**src/rtl/frac_red_pkg.sv**
```systemverilog
// Package for the fraction arithmetic block: operation codes, field widths
// and the packed request and result types used on the top-level ports.
// No dependencies.
package frac_red_pkg;

  // Operation codes
  localparam logic [1:0] CMD_ADD = 2'd0;
  localparam logic [1:0] CMD_SUB = 2'd1;
  localparam logic [1:0] CMD_MUL = 2'd2;
  localparam logic [1:0] CMD_DIV = 2'd3;

  // Fixed field widths
  localparam int IN_FIELD_W = 16;
  localparam int NUM_OUT_W  = 33;
  localparam int DEN_OUT_W  = 32;

  // One request: operation and two fractions
  typedef struct packed {
    logic [1:0]                    cmd;
    logic signed [IN_FIELD_W-1:0]  num_a;
    logic signed [IN_FIELD_W-1:0]  den_a;
    logic signed [IN_FIELD_W-1:0]  num_b;
    logic signed [IN_FIELD_W-1:0]  den_b;
  } frac_in_t;

  // One result: reduced fraction and zero-denominator flag
  typedef struct packed {
    logic signed [NUM_OUT_W-1:0] num_out;
    logic signed [DEN_OUT_W-1:0] den_out;
    logic                        zero_den;
  } frac_out_t;

endpackage

```
**src/rtl/fraction_arith_reduce.sv**
```systemverilog
// Fraction arithmetic with partial reduction by 2, 3 and 5.
// Depends on frac_red_pkg (request/result types, operation codes).
//
// Channel   Ports                        Handshake
// request   start, busy, in_req          taken when start && !busy
// result    out_valid, out_res           one-cycle strobe, no back-pressure
//
// Steps per request: no products for add/sub with equal denominators, two
// for multiply and divide, three for add/sub with cross products (one shared
// signed multiplier), then one test step per reduction round. A round that
// removes a factor 2 takes only the test step; a factor 3 or 5 adds M shift-add
// steps of exact division by the constant, with M = clog2(2*EW+1)-1
// (M = 5 at the default width). The final test step issues the result.
// Synchronous active-low reset returns the sequencer to idle.
// busy is high from the cycle after a request is taken until the result
// strobe; a new request may be taken in the strobe cycle.
module fraction_arith_reduce
  import frac_red_pkg::*;
#(
  parameter int OPERAND_WIDTH = 16
) (
  input  logic      clk,
  input  logic      rst_n,
  input  logic      start,
  output logic      busy,
  input  frac_in_t  in_req,
  output logic      out_valid,
  output frac_out_t out_res
);

  // Operand width after extension: above the field width the fields are
  // taken as non-negative, so one extra bit holds them.
  localparam int SB  = (OPERAND_WIDTH < IN_FIELD_W) ? OPERAND_WIDTH : IN_FIELD_W;
  localparam int EW  = (OPERAND_WIDTH <= IN_FIELD_W) ? OPERAND_WIDTH : IN_FIELD_W + 1;
  localparam int PW  = 2 * EW;
  localparam int VW  = 2 * EW + 1;
  localparam int M   = $clog2(VW) - 1;
  localparam int STW = $clog2(M);
  localparam int SHW = $clog2(VW);
  localparam int NNIB = (VW + 3) / 4;
  localparam int SIGN_CORR = 15 - (1 << (VW % 4));

  // Sequencer states
  localparam logic [2:0] S_IDLE = 3'd0;
  localparam logic [2:0] S_MUL0 = 3'd1;
  localparam logic [2:0] S_MUL1 = 3'd2;
  localparam logic [2:0] S_MUL2 = 3'd3;
  localparam logic [2:0] S_TEST = 3'd4;
  localparam logic [2:0] S_DIV  = 3'd5;

  logic [2:0]             state_r, state_nxt;
  logic [1:0]             cmd_r, cmd_nxt;
  logic signed [EW-1:0]   na_r, na_nxt, da_r, da_nxt, nb_r, nb_nxt, db_r, db_nxt;
  logic signed [VW-1:0]   n_r, n_nxt, d_r, d_nxt;
  logic                   k3_r, k3_nxt;
  logic [STW-1:0]         step_r, step_nxt;
  logic                   out_valid_r, out_valid_nxt;
  frac_out_t              out_res_r, out_res_nxt;

  logic signed [EW-1:0]   na_e, da_e, nb_e, db_e;
  logic signed [EW-1:0]   mul_a, mul_b;
  logic signed [PW-1:0]   prod;
  logic [3:0]             n_res, d_res;

  // Sign extension from the operand width (zero extension above the field)
  function automatic logic signed [EW-1:0] ext_op(input logic [IN_FIELD_W-1:0] x);
    if (OPERAND_WIDTH <= IN_FIELD_W) begin
      return EW'(signed'(x[SB-1:0]));
    end else begin
      return EW'(x[SB-1:0]);
    end
  endfunction

  // Residue mod 15 of a signed value: nibble sum (16 = 1 mod 15) plus the
  // weight of the sign bit, folded twice. 0 and 15 both mean zero.
  function automatic logic [3:0] res15(input logic [VW-1:0] x);
    logic [4*NNIB-1:0] padded;
    logic [7:0]        acc;
    logic [4:0]        f1;
    logic [4:0]        f2;
    padded = (4*NNIB)'(x);
    acc = x[VW-1] ? 8'(SIGN_CORR) : 8'd0;
    for (int i = 0; i < NNIB; i++) begin
      acc = acc + 8'(padded[4*i +: 4]);
    end
    f1 = 5'(acc[7:4]) + 5'(acc[3:0]);
    f2 = 5'(f1[3:0]) + 5'(f1[4]);
    return f2[3:0];
  endfunction

  function automatic logic div3(input logic [3:0] r);
    case (r) inside
      4'd0, 4'd3, 4'd6, 4'd9, 4'd12, 4'd15: return 1'b1;
      default:                              return 1'b0;
    endcase
  endfunction

  function automatic logic div5(input logic [3:0] r);
    case (r) inside
      4'd0, 4'd5, 4'd10, 4'd15: return 1'b1;
      default:                  return 1'b0;
    endcase
  endfunction

  // One step of exact division by 3 or 5: multiply by the inverse mod 2^VW,
  // built as a product of (1 + 2^(2^(i+1))) terms. Step 0 gives -(1+4) for 3
  // and (1-4) for 5.
  function automatic logic signed [VW-1:0] fstep(input logic signed [VW-1:0] x,
                                                  input logic k3,
                                                  input logic [STW-1:0] i);
    logic signed [VW-1:0] q;
    logic [SHW-1:0]       sh;
    sh = SHW'(2) << i;
    if (i == '0) begin
      q = k3 ? -(x + (x <<< 2)) : (x - (x <<< 2));
    end else begin
      q = x + (x << sh);
    end
    return q;
  endfunction

  assign na_e = ext_op(in_req.num_a);
  assign da_e = ext_op(in_req.den_a);
  assign nb_e = ext_op(in_req.num_b);
  assign db_e = ext_op(in_req.den_b);

  // Shared multiplier operand selection
  always_comb begin
    mul_a = da_r;
    mul_b = db_r;
    case (state_r)
      S_MUL0: begin
        mul_a = da_r;
        mul_b = (cmd_r == CMD_DIV) ? nb_r : db_r;
      end
      S_MUL1: begin
        mul_a = na_r;
        mul_b = (cmd_r == CMD_MUL) ? nb_r : db_r;
      end
      S_MUL2: begin
        mul_a = nb_r;
        mul_b = da_r;
      end
      default: begin
        mul_a = da_r;
        mul_b = db_r;
      end
    endcase
  end

  assign prod  = PW'(mul_a) * PW'(mul_b);
  assign n_res = res15(n_r);
  assign d_res = res15(d_r);

  // Sequencer
  always_comb begin
    state_nxt     = state_r;
    cmd_nxt       = cmd_r;
    na_nxt        = na_r;
    da_nxt        = da_r;
    nb_nxt        = nb_r;
    db_nxt        = db_r;
    n_nxt         = n_r;
    d_nxt         = d_r;
    k3_nxt        = k3_r;
    step_nxt      = step_r;
    out_valid_nxt = 1'b0;
    out_res_nxt   = out_res_r;
    unique case (state_r)
      S_IDLE: begin
        if (start) begin
          cmd_nxt = in_req.cmd;
          na_nxt  = na_e;
          da_nxt  = da_e;
          nb_nxt  = nb_e;
          db_nxt  = db_e;
          // shared denominator: no products needed
          if ((in_req.cmd == CMD_ADD || in_req.cmd == CMD_SUB) && da_e == db_e) begin
            n_nxt = (in_req.cmd == CMD_SUB) ? VW'(na_e) - VW'(nb_e)
                                            : VW'(na_e) + VW'(nb_e);
            d_nxt = VW'(da_e);
            state_nxt = S_TEST;
          end else begin
            state_nxt = S_MUL0;
          end
        end
      end
      S_MUL0: begin
        d_nxt     = VW'(prod);
        state_nxt = S_MUL1;
      end
      S_MUL1: begin
        n_nxt     = VW'(prod);
        state_nxt = (cmd_r == CMD_MUL || cmd_r == CMD_DIV) ? S_TEST : S_MUL2;
      end
      S_MUL2: begin
        n_nxt     = (cmd_r == CMD_SUB) ? n_r - VW'(prod) : n_r + VW'(prod);
        state_nxt = S_TEST;
      end
      S_TEST: begin
        if (d_r == '0) begin
          out_valid_nxt = 1'b1;
          out_res_nxt   = '{num_out: NUM_OUT_W'(n_r), den_out: DEN_OUT_W'(d_r),
                            zero_den: 1'b1};
          state_nxt     = S_IDLE;
        end else if (!n_r[0] && !d_r[0]) begin
          n_nxt = n_r >>> 1;
          d_nxt = d_r >>> 1;
        end else if (div3(n_res) && div3(d_res)) begin
          k3_nxt    = 1'b1;
          step_nxt  = '0;
          state_nxt = S_DIV;
        end else if (div5(n_res) && div5(d_res)) begin
          k3_nxt    = 1'b0;
          step_nxt  = '0;
          state_nxt = S_DIV;
        end else begin
          out_valid_nxt = 1'b1;
          out_res_nxt   = '{num_out: NUM_OUT_W'(n_r), den_out: DEN_OUT_W'(d_r),
                            zero_den: 1'b0};
          state_nxt     = S_IDLE;
        end
      end
      S_DIV: begin
        n_nxt    = fstep(n_r, k3_r, step_r);
        d_nxt    = fstep(d_r, k3_r, step_r);
        step_nxt = step_r + STW'(1);
        if (step_r == STW'(M - 1)) begin
          state_nxt = S_TEST;
        end
      end
      default: begin
        state_nxt = S_IDLE;
      end
    endcase
  end

  // Control registers
  always_ff @(posedge clk) begin
    if (!rst_n) begin
      state_r     <= S_IDLE;
      out_valid_r <= 1'b0;
    end else begin
      state_r     <= state_nxt;
      out_valid_r <= out_valid_nxt;
    end
  end

  // Datapath registers
  always_ff @(posedge clk) begin
    cmd_r     <= cmd_nxt;
    na_r      <= na_nxt;
    da_r      <= da_nxt;
    nb_r      <= nb_nxt;
    db_r      <= db_nxt;
    n_r       <= n_nxt;
    d_r       <= d_nxt;
    k3_r      <= k3_nxt;
    step_r    <= step_nxt;
    out_res_r <= out_res_nxt;
  end

  assign busy      = (state_r != S_IDLE);
  assign out_valid = out_valid_r;
  assign out_res   = out_res_r;

  // Checks
  a_strobe_idle: assert property (@(posedge clk) disable iff (!rst_n)
    out_valid |-> !busy)
    else $error("result strobe while busy");

  a_done_strobe: assert property (@(posedge clk) disable iff (!rst_n)
    $fell(busy) |-> out_valid)
    else $error("request finished without a result");

  a_take_busy: assert property (@(posedge clk) disable iff (!rst_n)
    start && !busy |=> busy)
    else $error("request taken but block not busy");

  a_zero_den: assert property (@(posedge clk) disable iff (!rst_n)
    out_valid && out_res.zero_den |-> out_res.den_out == '0)
    else $error("zero-denominator flag with non-zero denominator");

endmodule
```
**config.mk**
```make
export PLATFORM = sky130hd
export DESIGN_NAME = fraction_arith_reduce
export DESIGN_NICKNAME = d
export VERILOG_FILES = /design/src/rtl/frac_red_pkg.sv /design/src/rtl/fraction_arith_reduce.sv
export SDC_FILE = /design/constraint.sdc
export NUM_CORES = 2
export LEC_CHECK = 0
export ABC_AREA = 1
export BUFFER_PORTS_ARGS = -buffer_cell sky130_fd_sc_hd__buf_2
export CORE_MARGIN = 4
export CORE_UTILIZATION = 40
export CTS_BUF_LIST = sky130_fd_sc_hd__clkbuf_8
export DETAILED_ROUTE_END_ITERATION = 10
export PLACE_DENSITY = 0.54
export SYNTH_ARGS = -nofsm -noshare
export SYNTH_HDL_FRONTEND = slang
export SYNTH_SLANG_ARGS = --single-unit
```
**constraint.sdc**
```tcl
create_clock -name clk -period 10.39 [get_ports clk]
set_input_delay 1.5585 -clock clk [delete_from_list [all_inputs] [get_ports clk]]
set_output_delay 1.5585 -clock clk [all_outputs]
set_load 0.02 [all_outputs]
```
# Word level (Yosys, flattened, before mapping)
# Cells that the tools add are included.
[word_totals]
reg_bits = 206
out_inout_bits = 68
romBits = 0
inputBits = 69
ramBits = 0
mem_count = 0
wordCells = 192
latch_bits = 0
[op_classes]
n_addsub = 35
div = 0
bitwise_logic = 3
n_reduce_logical = 35
magnitude_cmp = 0
multipliers = 1
mux = 63
shift = 3
eq_ne = 36
[ops]
columns = ["op", "n"]
rows = [
  ["2-to-1 mux 33 bit", 10],
  ["2-to-1 mux 66 bit", 4],
  ["case mux 33 bit (5 select lines)", 1],
  ["adder 33 bit", 4],
  ["case mux 33 bit (4 select lines)", 1],
  ["2-to-1 mux 32 bit", 4],
  ["negator 33 bit", 2],
  ["<< shifter 33 x 6 -> 33 bit", 2],
  ["subtractor 33 bit", 2],
  ["adder 8 x 4 -> 8 bit", 8],
  ["case mux 16 bit (3 select lines)", 1],
  ["2-to-1 mux 3 bit", 12],
  ["adder 33 x 32 -> 33 bit", 1],
  ["zero test 33 bit", 1],
  ["subtractor 33 x 32 -> 33 bit", 1],
  ["== test 4 bit, second input constant", 8],
  ["multiplier 16 x 16 -> 32 bit", 1],
  ["2-to-1 mux 16 bit", 2],
  ["case mux 16 bit (2 select lines)", 1],
  ["2-to-1 mux 1 bit", 23],
  ["adder 4 x 4 -> 5 bit", 4],
  ["AND reduction 4 bit", 5],
  ["!= test 2 bit, second input constant", 9],
  ["case mux 3 bit (6 select lines)", 1],
  ["36 further kinds", 68],
]

# Logic depth before layout (Yosys ltp)
[depth]
depth_word = 29
ltp_mapped = 55
mapped_depth_nobuf = 53

# Least setup slack after synthesis
# Ideal clock, no wire load.
[synth_path]
kind = "register to register"
start = "register d_r[26]"
end = "register out_res_r, in the netlist out_res[0] (enable)"
arrival_time_ns = 8.361
setup_time_ns = 0.491
path_buffers = 0
stages_incl_launch_ff = 25
period_less_slack_ns = 8.852
slack_ns = 1.538
path_cell_list = "edfxtp_1 > fa_1 > inv_1 > fa_1 > fa_1 > inv_1 > fa_1 > ha_1 > fa_1 > xor2_1 > ha_1 > fa_1 > a21oi_1 > o21bai_1 > ha_1 > ha_1 > xor2_1 > or2_2 > nand2_1 > xnor2_1 > nand2_1 > nand2_1 > o21ai_0 > inv_1 > nor2_1"
[synth_between]
elab_chain_cells = 15
elab_cells_between_ends = 31
[synth_rtl]
columns = ["element", "line_no", "rtl"]
rows = [
  ["from (decl)", "fraction_arith_reduce.sv:54", "logic signed [VW-1:0] n_r, n_nxt, d_r, d_nxt;"],
  ["from (signal assigned)", "fraction_arith_reduce.sv:257", "d_r <= d_nxt;"],
  ["adder 8 x 4 -> 8 bit (2 in a row)", "fraction_arith_reduce.sv:84", "acc = acc + 8'(padded[4*i +: 4]);"],
  ["adder 8 x 1 -> 8 bit", "fraction_arith_reduce.sv:84", ""],
  ["adder 4 x 4 -> 5 bit", "fraction_arith_reduce.sv:86", "f1 = 5'(acc[7:4]) + 5'(acc[3:0]);"],
  ["adder 4 x 1 -> 4 bit", "fraction_arith_reduce.sv:87", "f2 = 5'(f1[3:0]) + 5'(f1[4]);"],
  ["== test 4 x 3 -> 1 bit (tied with other cells)", "fraction_arith_reduce.sv:213", "end else if (div5(n_res) && div5(d_res)) begin"],
  ["OR reduction 4 bit", "fraction_arith_reduce.sv:99", "case (r) inside"],
  ["2-to-1 mux 1 bit", "fraction_arith_reduce.sv:99", ""],
  ["2-to-1 mux 1 bit", "fraction_arith_reduce.sv:209", "end else if (div3(n_res) && div3(d_res)) begin"],
  ["2-to-1 mux 1 bit", "fraction_arith_reduce.sv:206", "end else if (!n_r[0] && !d_r[0]) begin"],
  ["2-to-1 mux 1 bit", "fraction_arith_reduce.sv:201", "if (d_r == '0) begin"],
  ["2-to-1 mux 1 bit", "fraction_arith_reduce.sv:169", "unique case (state_r)"],
  ["logical AND 1 bit", "fraction_arith_reduce.sv:213", ""],
  ["!= test 2 bit (no source line)", "-", ""],
  ["AND reduction 4 bit (no source line) (*)", "-", ""],
  ["to (signal assigned)", "fraction_arith_reduce.sv:260", "out_res_r <= out_res_nxt;"],
  ["to (decl)", "fraction_arith_reduce.sv:58", "frac_out_t out_res_r, out_res_nxt;"],
]
# Every way passes the cells marked *; elsewhere a longest branch is shown, timed or not. The select of a mux whose other input is x is not followed.
# A chain may end at the register's enable or synchronous reset.

# Worst setup path in the final report
[layout_path]
start = "register state_r[2]"
end = "register n_r[27] (data pin)"
[layout_between]
elab_chain_cells = 6
elab_cells_between_ends = 13
[layout_rtl]
columns = ["element", "line_no", "rtl"]
rows = [
  ["from (decl)", "fraction_arith_reduce.sv:51", "logic [2:0] state_r, state_nxt;"],
  ["from (signal assigned)", "fraction_arith_reduce.sv:244", "state_r <= state_nxt;"],
  ["== test 3 x 2 -> 1 bit / == test 3 x 1 -> 1 bit (equally long branches)", "fraction_arith_reduce.sv:131, fraction_arith_reduce.sv:169", ""],
  ["case mux 16 bit (3 select lines) / case mux 16 bit (2 select lines) (equally long branches)", "fraction_arith_reduce.sv:131", "case (state_r)"],
  ["multiplier 16 x 16 -> 32 bit", "fraction_arith_reduce.sv:151", "assign prod = PW'(mul_a) * PW'(mul_b);"],
  ["adder 33 x 32 -> 33 bit / subtractor 33 x 32 -> 33 bit (equally long branches)", "fraction_arith_reduce.sv:197", "n_nxt = (cmd_r == CMD_SUB) ? n_r - VW'(prod) : n_r + VW'(prod);"],
  ["2-to-1 mux 33 bit", "fraction_arith_reduce.sv:197", ""],
  ["case mux 33 bit (5 select lines) (*)", "fraction_arith_reduce.sv:169", ""],
  ["named net n_nxt[27]", "fraction_arith_reduce.sv:54", ""],
  ["to (signal assigned)", "fraction_arith_reduce.sv:256", "n_r <= n_nxt;"],
  ["to (decl)", "fraction_arith_reduce.sv:54", ""],
]
# The timed path passes the listed nets; every way through them passes the cells marked *.

==> impl_metrics.py <==
metrics = {
    "outcome": {
        "run_status": "finished, final reports clean",
    },
    "yosys": {
        "synth_top_area_frac": 0.1601,
        "yosys.area.top_type": "fa_1",
        "ys_ff_latch": 206,
        "synth.area.top_cells": "fa_1 (16%), edfxtp_1 (15%), ha_1 (13%)",
        "yosysUniqueCellTypes": 65,
        "syn_area_um2": 40020,
        "postSynthCellCount": 5761,
        "yosys_most_used_dff": "edfxtp_1",
        "ys_warn_count": 0,
        "synthArstFlopShare": 0,
        "synth_nets": 6565,
        "yosysSeqAreaShare": 0.1536,
        "synth_enable_flop_cells": 202,
        "syn_area_per_cell_um2": 6.946,
    },
    "clock_network": {
        "clock_tree.root_cell": "clkbuf_8",
        "ctsHoldBuffers": 0,
        "insertion_delay_ns": 0.70,
        "cts_sinks": 206,
        "clockBufferDepth": 3,
        "numCtsBuffers": 44,
        "cts_tree": "done",
        "cts_max_level": 2,
        "clk_pin_slew_ns": 0.07,
    },
    "finish": {
        "mostFrequentLayoutCells": "nand2_1 (1243), inv_1 (1033), nor2_1 (523), a21oi_1 (451), o21ai_0 (419)",
        "drive_gt1_frac": 0.07859,
        "n_fill_cell": 10560,
        "final_cells": 7296,
        "postLayoutCoreUtil": 0.4467,
        "final_common_cell": "nand2_1",
        "syn_to_final_growth_pct": 10.34,
        "fin_nets": 6775,
    },
    "sta": {
        "max-slew-margin-rel": 0.1322,
        "hold_violations": 0,
        "max_freq_ghz": 0.1007,
        "setup_viol": 0,
        "timing.final.crit_share": 0.9558,
        "final.setup.tns_ns": 0,
        "worstMarginPinSlew_ns": 1.288,
        "min_period_ns": 9.930,
        "slew_viol_final": 0,
        "clock-skew-final_ns": 0.03390,
    },
    "routing": {
        "remaining_drc_errors": 0,
        "finalWirelength_um": 174600,
        "first_pass_iters": 6,
        "detail-route-antenna-nets": 0,
        "vias": 41240,
        "wl_per_cell_um": 23.94,
        "vias_per_cell": 5.652,
        "drtIter0Drc": 4199,
    },
    "critical_path": {
        "cp-start-kind": "register",
        "cp_max_fo": 16,
        "path_buf_inv": 8,
        "path_delay_family": "adder cells",
        "max_stage_delay_ns": 0.58,
        "crit_slowest_cell": "fa_1",
        "arrival_ns": 10.32,
        "required_ns": 10.78,
        "crit_type": "reg -> reg",
        "end_kind": "register",
    },
    "global_routing": {
        "grt_start_max_net_pins": 82,
        "overflow": 0,
        "grt_util_all_layers": 0.3286,
        "antenna_found_initial": 4,
        "grt_pass1_wl_um": 256300,
        "grt_pass1_vias": 40220,
    },
    "placed_design": {
        "dp_hpwl_um": 142800,
        "gp_congestion": 1.012,
        "io_buffer_count": 136,
        "dp_cells": 7211,
    },
    "floorplan": {
        "die-height_um": 324.3,
        "die_w_um": 324.3,
        "boundaryPins": 137,
        "num_rows": 115,
        "die-area_um2": 105200,
        "start_util": 0.4048,
        "core_um2": 98850,
    },
    "flow_run": {
        "max-cap-violations": 0,
    },
    "worst_hold_path": {
        "hp-class": "reg -> reg",
    },
}
synth_stat cells (64+ instances only):
| master | number |
|---|---|
| nand2_1 | 1247 |
| inv_1 | 1029 |
| nor2_1 | 537 |
| a21oi_1 | 452 |
| o21ai_0 | 421 |
| ha_1 | 415 |
| fa_1 | 320 |
| nand3_1 | 232 |
| edfxtp_1 | 202 |
| xor2_1 | 111 |
| clkbuf_1 | 92 |
| nor3_1 | 64 |
layout make-up:
type	instances	area, um2	share of cell area
repair buffers	297	1913	0.04333
diodes	3	7.507	0.0001700
clock buffers	44	605.6	0.01372
clock inverters	37	370.4	0.008388
inverters	1048	3944	0.08932
well taps	1287	1610	0.03647
flip-flops and latches	206	6148	0.1393
multi-input cells	4374	29550	0.6694
kinds of logic (layout without fill, tap and decap cells):
family	Yosys count	in the layout	synth area share
adder cells (fa/ha/maj)	735	735	0.2898
buffers and inverters	1181	1426	0.1114
XOR/XNOR	176	176	0.03927
multiplexers	2	2	0.0005003
AO/OA/AOI/OAI	1219	1219	0.1739
flip-flops	206	206	0.1536
AND/OR/NAND/NOR	2242	2242	0.2315
other	0	3	0
final timing paths:
| check | start | end | slack [ns] | cells past startpoint |
|---|---|---|---|---|
| max | state_r[2] | n_r[27] | 0.46 | 43 |
| min | state_r[2] | state_r[2] | 0.57 | 2 |
| max reg2reg | state_r[2] | n_r[27] | 0.46 | 43 |
| min reg2reg | state_r[2] | state_r[2] | 0.57 | 2 |
flip-flops by register name, summed over array words and instances (netlist names):
signal	cells
state_r	3
da_r	16
na_r	16
out_valid	1
out_res	66
n_r	33
d_r	33
k3_r	1
step_r	3
cmd_r	2
db_r	16
nb_r	16
metrics by stage:
step / hold slack [ns] / setup WS, ns / area, um2
after floorplan: 0.5166 / 1.538 / 40020
after global placement: 0.5528 / 0.2470 / 43060
after detailed placement: 0.5531 / 0.2559 / 43060
after CTS: 0.5628 / 0.1997 / 44030
after global routing: 0.6002 / -0.006872 / 44150
final: 0.5668 / 0.4597 / 44150
layer usage:
| metal | up-vias | share of wire | track usage |
|---|---|---|---|
| met4 | 0 | 0.049 | 0.1403 |
| met1 | 19750 | 0.42 | 0.4424 |
| met5 | - | 0 | 0 |
| met3 | 362 | 0.081 | 0.04672 |
| met2 | 1820 | 0.45 | 0.5296 |
| li1 | 19300 | - | - |
worst register-to-register path: cells and delay by family (launching register included):
kind | cells | cell delay, ns
compound gates | 8 | 1.53
xor+xnor | 1 | 0.24
fa+ha+maj | 8 | 3.66
buf+inv | 8 | 1.22
flops | 1 | 0.38
simple gates | 18 | 2.63
timing repair:
action	4_1_cts	5_1_grt
resized for setup	0	34
endpoints found under the setup margin	0	9
buffers inserted	0	1
Power is not shown: default switching activity piles up to over one toggle a cycle in this logic, so the estimate is an artifact.
